$ cat src/hct_pkg.sv
`timescale 1ns / 1ps

package hct_pkg;

    // Configuration port.
    localparam int ADDR_W = 5;
    localparam int DATA_W = 32;

    localparam logic [2:0] REG_X_MIN        = 3'd0;
    localparam logic [2:0] REG_X_MAX        = 3'd1;
    localparam logic [2:0] REG_X_GRID_COUNT = 3'd2;
    localparam logic [2:0] REG_Y_MIN        = 3'd3;
    localparam logic [2:0] REG_Y_MAX        = 3'd4;
    localparam logic [2:0] REG_Y_GRID_COUNT = 3'd5;

    localparam logic signed [15:0] RST_X_MIN   = -16'sd256;
    localparam logic signed [15:0] RST_X_MAX   = 16'sd256;
    localparam logic [8:0]         RST_X_COUNT = 9'd16;
    localparam logic signed [15:0] RST_Y_MIN   = -16'sd256;
    localparam logic signed [15:0] RST_Y_MAX   = 16'sd256;
    localparam logic [8:0]         RST_Y_COUNT = 9'd16;

    localparam int MAX_GRID_DEF    = 256;
    localparam int QUEUE_DEPTH_DEF = 2;
    localparam int VERTS_PER_CELL  = 6;

    // Width of one cross-product component.
    localparam int CW = 43;

    typedef logic [CW-1:0] t_cw;
    typedef t_cw [2:0] t_cvec;
    typedef logic [15:0] t_nw;
    typedef t_nw [2:0] t_nvec;

    typedef struct packed {
        logic signed [15:0] x_min;
        logic signed [15:0] x_max;
        logic [8:0]         x_grid_count;
        logic signed [15:0] y_min;
        logic signed [15:0] y_max;
        logic [8:0]         y_grid_count;
    } t_cfg;

    typedef struct packed {
        logic [7:0] cell_col;
        logic [7:0] cell_row;
    } t_in;

    typedef struct packed {
        logic [18:0]        vertex_index;
        logic signed [15:0] pos_x;
        logic signed [15:0] pos_y;
        logic [23:0]        pos_z;
        logic signed [15:0] norm_x;
        logic signed [15:0] norm_y;
        logic signed [15:0] norm_z;
        logic               last;
    } t_out;

    // One classified cell as it travels from the front to the back.
    typedef struct packed {
        logic [18:0]        base;
        logic signed [15:0] x0;
        logic signed [15:0] x1;
        logic signed [15:0] y0;
        logic signed [15:0] y1;
        logic [3:0][23:0]   z;
        t_cvec              c0;
        t_cvec              c1;
    } t_cell;

    // Corner of the cell that each vertex of the cell takes.
    function automatic logic [1:0] corner(input logic [2:0] k);
        logic [1:0] c;
        case (k)
            3'd0: c = 2'd0;
            3'd1: c = 2'd2;
            3'd2: c = 2'd3;
            3'd3: c = 2'd0;
            3'd4: c = 2'd1;
            3'd5: c = 2'd2;
            default: c = 2'd0;
        endcase
        return c;
    endfunction

endpackage

$ cat src/hct_fifo.sv
`timescale 1ns / 1ps

module hct_fifo #(
    parameter int DEPTH = hct_pkg::QUEUE_DEPTH_DEF
) (
    input  logic          i_clk,
    input  logic          i_rst_n,
    input  logic          i_push,
    input  hct_pkg::t_cell i_data,
    output logic          o_full,
    input  logic          i_pop,
    output hct_pkg::t_cell o_data,
    output logic          o_empty
);

    localparam int PW = (DEPTH > 1) ? $clog2(DEPTH) : 1;
    localparam int CNTW = $clog2(DEPTH + 1);

    hct_pkg::t_cell r_mem [DEPTH];
    logic [PW-1:0]   r_wr;
    logic [PW-1:0]   r_rd;
    logic [CNTW-1:0] r_cnt;
    logic            do_push;
    logic            do_pop;

    assign o_full  = (r_cnt == CNTW'(DEPTH));
    assign o_empty = (r_cnt == '0);
    assign o_data  = r_mem[r_rd];
    assign do_push = i_push && !o_full;
    assign do_pop  = i_pop && !o_empty;

    always_ff @(posedge i_clk) begin
        if (!i_rst_n) begin
            r_wr  <= '0;
            r_rd  <= '0;
            r_cnt <= '0;
        end else begin
            if (do_push) begin
                r_mem[r_wr] <= i_data;
                r_wr <= (r_wr == PW'(DEPTH - 1)) ? '0 : r_wr + 1'b1;
            end
            if (do_pop) begin
                r_rd <= (r_rd == PW'(DEPTH - 1)) ? '0 : r_rd + 1'b1;
            end
            if (do_push && !do_pop) begin
                r_cnt <= r_cnt + 1'b1;
            end else if (do_pop && !do_push) begin
                r_cnt <= r_cnt - 1'b1;
            end
        end
    end

endmodule

$ cat config.mk
export PLATFORM = sky130hd
export DESIGN_NAME = hct_fifo
export DESIGN_NICKNAME = d
export VERILOG_FILES = /design/src/hct_pkg.sv /design/src/hct_fifo.sv
export SDC_FILE = /design/constraint.sdc
export NUM_CORES = 1
export LEC_CHECK = 0
export ABC_AREA = 1
export BUFFER_PORTS_ARGS = -buffer_cell sky130_fd_sc_hd__buf_2
export CAP_MARGIN = 10
export CORE_AREA = 2 2 341 343
export DETAILED_ROUTE_END_ITERATION = 10
export DIE_AREA = 0 0 343 345
export PLACE_DENSITY = 0.47
export SLEW_MARGIN = 20
export SYNTH_ARGS = -nofsm -noshare
export SYNTH_HDL_FRONTEND = slang
export SYNTH_SLANG_ARGS = --single-unit
export TNS_END_PERCENT = 1
$ cat constraint.sdc
create_clock -name i_clk -period 88.2 [get_ports i_clk]
set_input_delay 8.82 -clock i_clk [delete_from_list [all_inputs] [get_ports i_clk]]
set_output_delay 8.82 -clock i_clk [all_outputs]
set_load 0.01 [all_outputs]
* Word level (Yosys, flattened, before mapping)
Memories as Yosys holds them, arrays and structs flattened. A register that Yosys moved wholly into a read port is not among the register bits. Cells that the tools add are included.
Cells by class: $mul 0, order comparisons 0, multiplexer cells 9, bitwise operators 0, div/mod/pow operators 0, equality and inequality tests 1, add/subtract/negate cells 4, shift-type cells 0, reductions and logical operators 10
Operator list (number):
- $mux W1 | 7
- $logic_and A1 B1 Y1 | 4
- $logic_not A1 Y1 | 4
- $mux W2 | 2
- $add A1 B1 Y1 const B | 2
- $add A2 B1 Y2 const B | 1
- $eq A2 B2 Y1 const B | 1
- $logic_not A2 Y1 | 1
- $reduce_bool A2 Y1 | 1
- $sub A2 B1 Y2 const B | 1
Word-level totals: RAM bits 874, input bits 441, flip-flop bits (word level) 4, ROM bits 0, latch bits 0, logic and storage cells 28, memories 1
Memories:
- r_mem | words 2, width 437, rd ports 1, clocked after memory_dff 1, write ports 1, line hct_fifo.sv:19 | hct_pkg::t_cell r_mem [DEPTH];

* Logic depth before layout (Yosys ltp)
Gate-level depths: netlist of run 1.
depth in word-level cells 7, mapped depth 10, mapped depth without buffers 10

* Least setup slack after synthesis of run 1
No wires, ideal clock.
path kind in2reg, from in i_push, to mem r_mem[1][0] (netlist name) (enable), data required time 86428 ps, setup slack 48164 ps, stages 2, arrival 38264 ps, cell sequence o21ai_0 -> nor3_1
On the way: cells in the longest elaborated chain, start to end 4
RTL lines:
- start: declaration | line hct_fifo.sv:8 | input logic i_push,
- $logic_and A1 B1 Y1 | line hct_fifo.sv:29 | assign do_push = i_push && !o_full;
- $mux W1 | line hct_fifo.sv:38 | if (do_push) begin
- $mux W1 | line hct_fifo.sv:33 | if (!i_rst_n) begin
- $mux W1 (not written as such) | line hct_fifo.sv:39 | r_mem[r_wr] <= i_data;
- end: declaration | line hct_fifo.sv:19
No other way between the ends.

==> reports/metrics.yaml, run 1 <==
outcome:
  outcome: "finished clean"
layout:
  register_area_um2: 26300
  drive_gt1_share_pct: 60.6
  fin_area_um2: 42800
  utilization_pct: 37.2
  layout.nets: 2791
  fillCellCount: 10800
  final_common_cell: "buf_2"
  area_growth_pct: 26.0
  mostFrequentLayoutCells: "buf_2, edfxtp_1, mux2_4"
  multi_input_area_um2: 6660
cts:
  cts_buffer_depth: 3
  ctsHoldBuffers: 0
  clkTransAtPathRegs_ps: 60
  cts_tree: "yes"
  numClockSinks: 879
  postCtsSetupBuffers: 0
  cts_root_buf: "clkbuf_16"
  clkLatencyLatePin_ps: 670
  cts-resized-gates: 0
  htreeDepth: 3
  cts_buffers: 99
placement:
  place_congestion: 0.769
  io_buffers: 879
  place_area_um2: 39500
  hpwl_um: 58300
detailed_routing:
  routed-wl-met2_um: 44100
  drt_wl_total_um: 84100
  drcViolationCount: 0
  viasPerCell: 4.19
  antenna_left: 0
  drt-initial-drc-count: 829
  dr_wl_met3_um: 7670
  drt_pass1_iterations: 4
  vias: 16600
  wl_per_cell_um: 21.2
  routed.top_layer: "met5"
  wl_met1_um: 29100
run:
  maxCapViolCount: 0
worst_setup_path:
  cp_max_fo: 57
  required_ps: 79380
  cpMostUsedCell: "buf_4"
  crit_chain: "buf_4 -> buf_4 -> buf_4 -> buf_4 -> mux2_4 -> buf_2"
  cpPeakStageDelay_ps: 960
  worstSetupPathType: "flip-flop to output pin"
  cp_top_family: "buffers and inverters"
  worstSetupEndpointType: "output pin"
  crit_arrival_ps: 5680
  slowest_stage: "buf_4"
  path_buf_inv: 5
  rrSetupSlack_ps: 84060
  cp-start-kind: "flip-flop"
global_routing:
  grtUsageTotal_pct: 13.6
  grt_start_max_net_pins: 164
  grt-ovfl-total: 0
  grt_pass1_wl_um: 119000
  antenna_found_initial: 34
  first_global_vias: 17900
worst_hold_path:
  hold_class: "flip-flop to flip-flop"
pwr:
  power_density_nw_per_um2: 27.0
  leakagePower_nw: 16.4
  ir_drop_mv: 0.0157
synth:
  ys_seq_elements: 879
  syn_inst: 1400
  syn_area_per_cell_um2: 24.3
  synth_fp_nets: 1842
  mappedNetlistArea_um2: 34000
  yosysUniqueCellTypes: 15
  seq_area_frac_synth_pct: 77.6
  ys_warn_count: 0
timing:
  hold_viol: 0
  max_slew_margin_pct: 27.5
  rsz0062_at_grt: "no"
  finClkSkew_ps: 29.0
  fmax_mhz: 69.0
  period_share_pct: 16.4
  fin_setup_tns_ps: 0
  slew_violations: 0
  setup_violations: 0
  fin_crit_ps: 14500
  worstMarginPinSlew_ps: 1090
floorplan:
  die_x_um: 343
  rows: 125
  dieArea_um2: 118000
  core-area_um2: 115000
  die_h_um: 345
  initial_core_util_pct: 29.5
  ios: 880
## synth_stat cells
| cell type | count | area (um^2) |
|---|---|---|
| a21oi_1 | 2 | 10.0 |
| buf_12 | 44 | 881 |
| buf_6 | 5 | 56.3 |
| dfxtp_1 | 5 | 100 |
| edfxtp_1 | 874 | 26200 |
| ha_1 | 1 | 12.5 |
| inv_1 | 10 | 37.5 |
| mux2_2 | 7 | 78.8 |
| mux2_4 | 430 | 6460 |
| nand2_1 | 8 | 30.0 |
| nand3_1 | 1 | 5.00 |
| nand4_1 | 1 | 6.26 |
| nor2_1 | 9 | 33.8 |
| nor3_1 | 1 | 5.00 |
| o21ai_0 | 2 | 10.0 |
## area by class of cell
cell class                      instances  area share (%)
Antenna cell                           18           0.105
Clock inverter                         63            1.36
Tap cell                             1524            4.46
Multi-Input combinational cell        462            15.6
Inverter                               10          0.0877
Timing Repair Buffer                  897            10.8
Sequential cell                       879            61.6
Clock buffer                          116            6.04
## kinds of logic after synthesis
family	after synthesis	synth area share [%]
AOI/OAI and AO/OA	4	0.0589
adders and majority gates	1	0.0368
buffers and inverters	59	2.87
muxes	437	19.2
DFF	879	77.6
and+or+nand+nor	20	0.236
## registers in the layout, indices dropped and copies added, names as in the netlist, named ones only
register,flops
r_mem,874
r_cnt,2
r_rd,1
r_wr,1
## metrics by stage
step	power, mW	setup slack (ps)	hold WS, ps	std cells
6_report	1.16	73700	467	3969
5_1_grt	1.20	73370	530	3965
4_1_cts	1.18	73560	469	3949
3_5_place_dp	0.772	74310	459	3770
3_3_place_gp	0.769	74400	454	3770
2_1_floorplan	0.725	48160	443	1400
## worst min-delay path, delay by kind of cell (launching register included)
kind	cells	cell delay, ps
AO/OA/AOI/OAI	1	50
flip-flops	1	310
AND/OR/NAND/NOR	1	60
## where the power goes
| part | leakage, nW | total, mW | switching, mW | internal (mW) |
|---|---|---|---|---|
| combinational | 6.81 | 0.248 | 0.127 | 0.122 |
| clock | 1.53 | 0.398 | 0.165 | 0.233 |
| sequential | 8.04 | 0.510 | 0.0106 | 0.499 |
## routing by layer
metal	vias up	track usage (%)
li1	7521	-
met1	8272	13.9
met2	621	24.4
met3	183	5.23
met4	30	6.53
met5	-	0
## final timing paths
kind	start	end	depth (start not counted)
worst max-delay path	flip-flop	o_data[152]	6
worst min-delay path	r_wr	r_wr	2
worst max register to register	r_cnt[0]	r_mem[0][103]	7
worst min register to register	r_wr	r_wr	2
(Power assumes the default switching activity.)
==> run 2, diff against run 1 <==
Settings changed: CORE_AREA 2 2 341 343 to 2 2 344 346, DIE_AREA 0 0 343 345 to 0 0 346 348, PLACE_DENSITY 0.47 to 0.46.
Clock period 88.2 ns to 14.7 ns, I/O delays scaled along.
==> reports/metrics.yaml, run 2 (synthesized netlist as in run 1, its figures left out) <==
outcome:
  outcome: "finished clean"  # unchanged
global_routing:
  antenna_found_initial: 47  # was 34
  first_global_vias: 17600  # was 17900
  grt_pass1_wl_um: 121000  # was 119000 um
  grt_start_max_net_pins: 156  # was 164
  grt-ovfl-total: 0  # unchanged
  grtUsageTotal_pct: 13.8  # was 13.6%
floorplan:
  ios: 880  # unchanged
  dieArea_um2: 120000  # was 118000 um^2
  die_h_um: 348  # was 345 um
  initial_core_util_pct: 29.0  # was 29.5%
  rows: 126  # was 125
  die_x_um: 346  # was 343 um
  core-area_um2: 117000  # was 115000 um^2
timing:
  setup_violations: 0  # unchanged
  rsz0062_at_grt: "no"  # unchanged
  fin_setup_tns_ps: 0  # unchanged
  finClkSkew_ps: 29.7  # was 29.0 ps
  max_slew_margin_pct: 25.7  # was 27.5%
  slew_violations: 0  # unchanged
  fin_crit_ps: 6210
  worstMarginPinSlew_ps: 1110  # was 1090 ps
  hold_viol: 0  # unchanged
  fmax_mhz: 161
  period_share_pct: 42.3
detailed_routing:
  drcViolationCount: 0  # unchanged
  drt_wl_total_um: 86800  # was 84100 um
  drt_pass1_iterations: 5  # was 4
  viasPerCell: 4.18  # was 4.19
  wl_per_cell_um: 21.8  # was 21.2 um
  drt-initial-drc-count: 871  # was 829
  vias: 16700  # was 16600
  antenna_left: 0  # unchanged
pwr:
  internal-power_mw: 5.11  # was 853 uW
  p_switching_mw: 1.79  # was 302 uW
  p_sw_share_pct: 25.9  # was 26.2%
  power_density_nw_per_um2: 162  # was 27.0 nW/um^2
  ir_drop_mv: 0.106  # was 0.0157 mV
  comb_power_share_pct: 21.5  # about the same
  power.share.clock_pct: 34.1  # was 34.4%
  leakagePower_nw: 16.3  # was 16.4 nW
  p_total_mw: 6.90  # was 1.16 mW
  seqPwrFrac_pct: 44.4  # was 44.1%
worst_hold_path:
  hold_class: "flip-flop to flip-flop"  # unchanged
layout:
  stdcell_count: 3980  # was 3969
  mostFrequentLayoutCells: "buf_2, edfxtp_1, mux2_4"  # unchanged
  drive_gt1_share_pct: 60.4  # was 60.6%
  largest_register_ffs: 874  # unchanged
  final_common_cell: "buf_2"  # unchanged
  top_regs: "r_mem x874, r_cnt x2"  # unchanged
  utilization_pct: 36.5  # was 37.2%
  largest_register: "r_mem"  # unchanged
  area_growth_pct: 25.7  # was 26.0%
  layout.nets: 2790  # was 2791
cts:
  postCtsSetupBuffers: 0  # unchanged
  numClockSinks: 879  # unchanged
  clkTransAtPathRegs_ps: 50  # was 60 ps
  cts_root_buf: "clkbuf_16"  # unchanged
  htreeDepth: 3  # unchanged
  ctsHoldBuffers: 0  # unchanged
  clkLatencyLatePin_ps: 660  # was 670 ps
  cts_buffer_depth: 3  # unchanged
  cts-resized-gates: 0  # unchanged
  cts_buffers: 97  # was 99
  cts_tree: "yes"  # unchanged
worst_setup_path:
  cp-start-kind: "flip-flop"  # unchanged
  worstSetupEndpointType: "output pin"  # unchanged
  worstSetupPathType: "flip-flop to output pin"  # unchanged
  cp_max_fo: 52  # was 57
  required_ps: 13230  # was 79380 ps
  crit_arrival_ps: 4740  # was 5680 ps
placement:
  dp_cells: 3784  # was 3770
  io_buffers: 879  # unchanged
  place_congestion: 0.812  # was 0.769
  hpwl_um: 62000  # was 58300 um
run:
  maxCapViolCount: 0  # unchanged
-- run 2: cell types whose count changed in the layout (fill, tap and decap cells not counted), moves of 2 or more --
cell       change
buf_4          +3
bufinv_16      +2
clkinv_16      -2
clkbuf_16      -4
clkbuf_1       +8
buf_16         -2
clkinv_1       -4
clkinv_8       +2
clkinv_2       -3
-- run 2: per-stage QoR --
stage / worst slack [ps] / hold WS [ps] / instance area, um^2
2_1_floorplan: 1090 / 445 / 34000
3_3_place_gp: 9180 / 457 / 39500
3_5_place_dp: 9110 / 470 / 39500
4_1_cts: 8350 / 480 / 42600
5_1_grt: 8170 / 513 / 42700
6_report: 8490 / 474 / 42700
-- run 2: cell type report --
cell class,count,area (um^2)
sequential,879,26300
antenna,19,47.5
tap,1536,1920
inverter,10,37.5
clock buffer,120,2510
multi-input combinational,462,6670
fill,11100,74300
timing repair buffer,898,4590
clock inverter,56,567
-- run 2: path summary, 6_finish.rpt --
| kind | cells past startpoint | startpoint | to | slack [ps] |
|---|---|---|---|---|
| worst max-delay path | 5 | flip-flop | o_data[148] | 8490 |
| worst min register to register | 2 | r_wr | r_wr | 470 |
| worst max register to register | 9 | r_cnt[1] | r_mem[0][114] | 10740 |
| worst min-delay path | 2 | r_wr | r_wr | 470 |
-- run 2: power by group through the flow --
stage	clock network (mW)	logic [mW]	registers, mW
after floorplan	0	1.08	3.17
after global placement	0	1.50	3.11
after detailed placement	0	1.51	3.12
after CTS	2.44	1.52	3.07
after global routing	2.53	1.58	3.08
final	2.35	1.48	3.06
-- run 2: layer usage --
metal	wire (um)	vias to the layer above	GRT usage, %
met4	3120	42	6.24
li1	-	7533	-
met5	243	-	0
met2	45700	605	24.6
met3	7990	196	6.09
met1	29700	8276	13.7
-- run 2: worst max-delay path, cell delays in order (launching register included) --
cell     delay [ps]
dfxtp_4         930
buf_4           880
buf_4           790
buf_4           790
mux2_4          360
buf_2           140
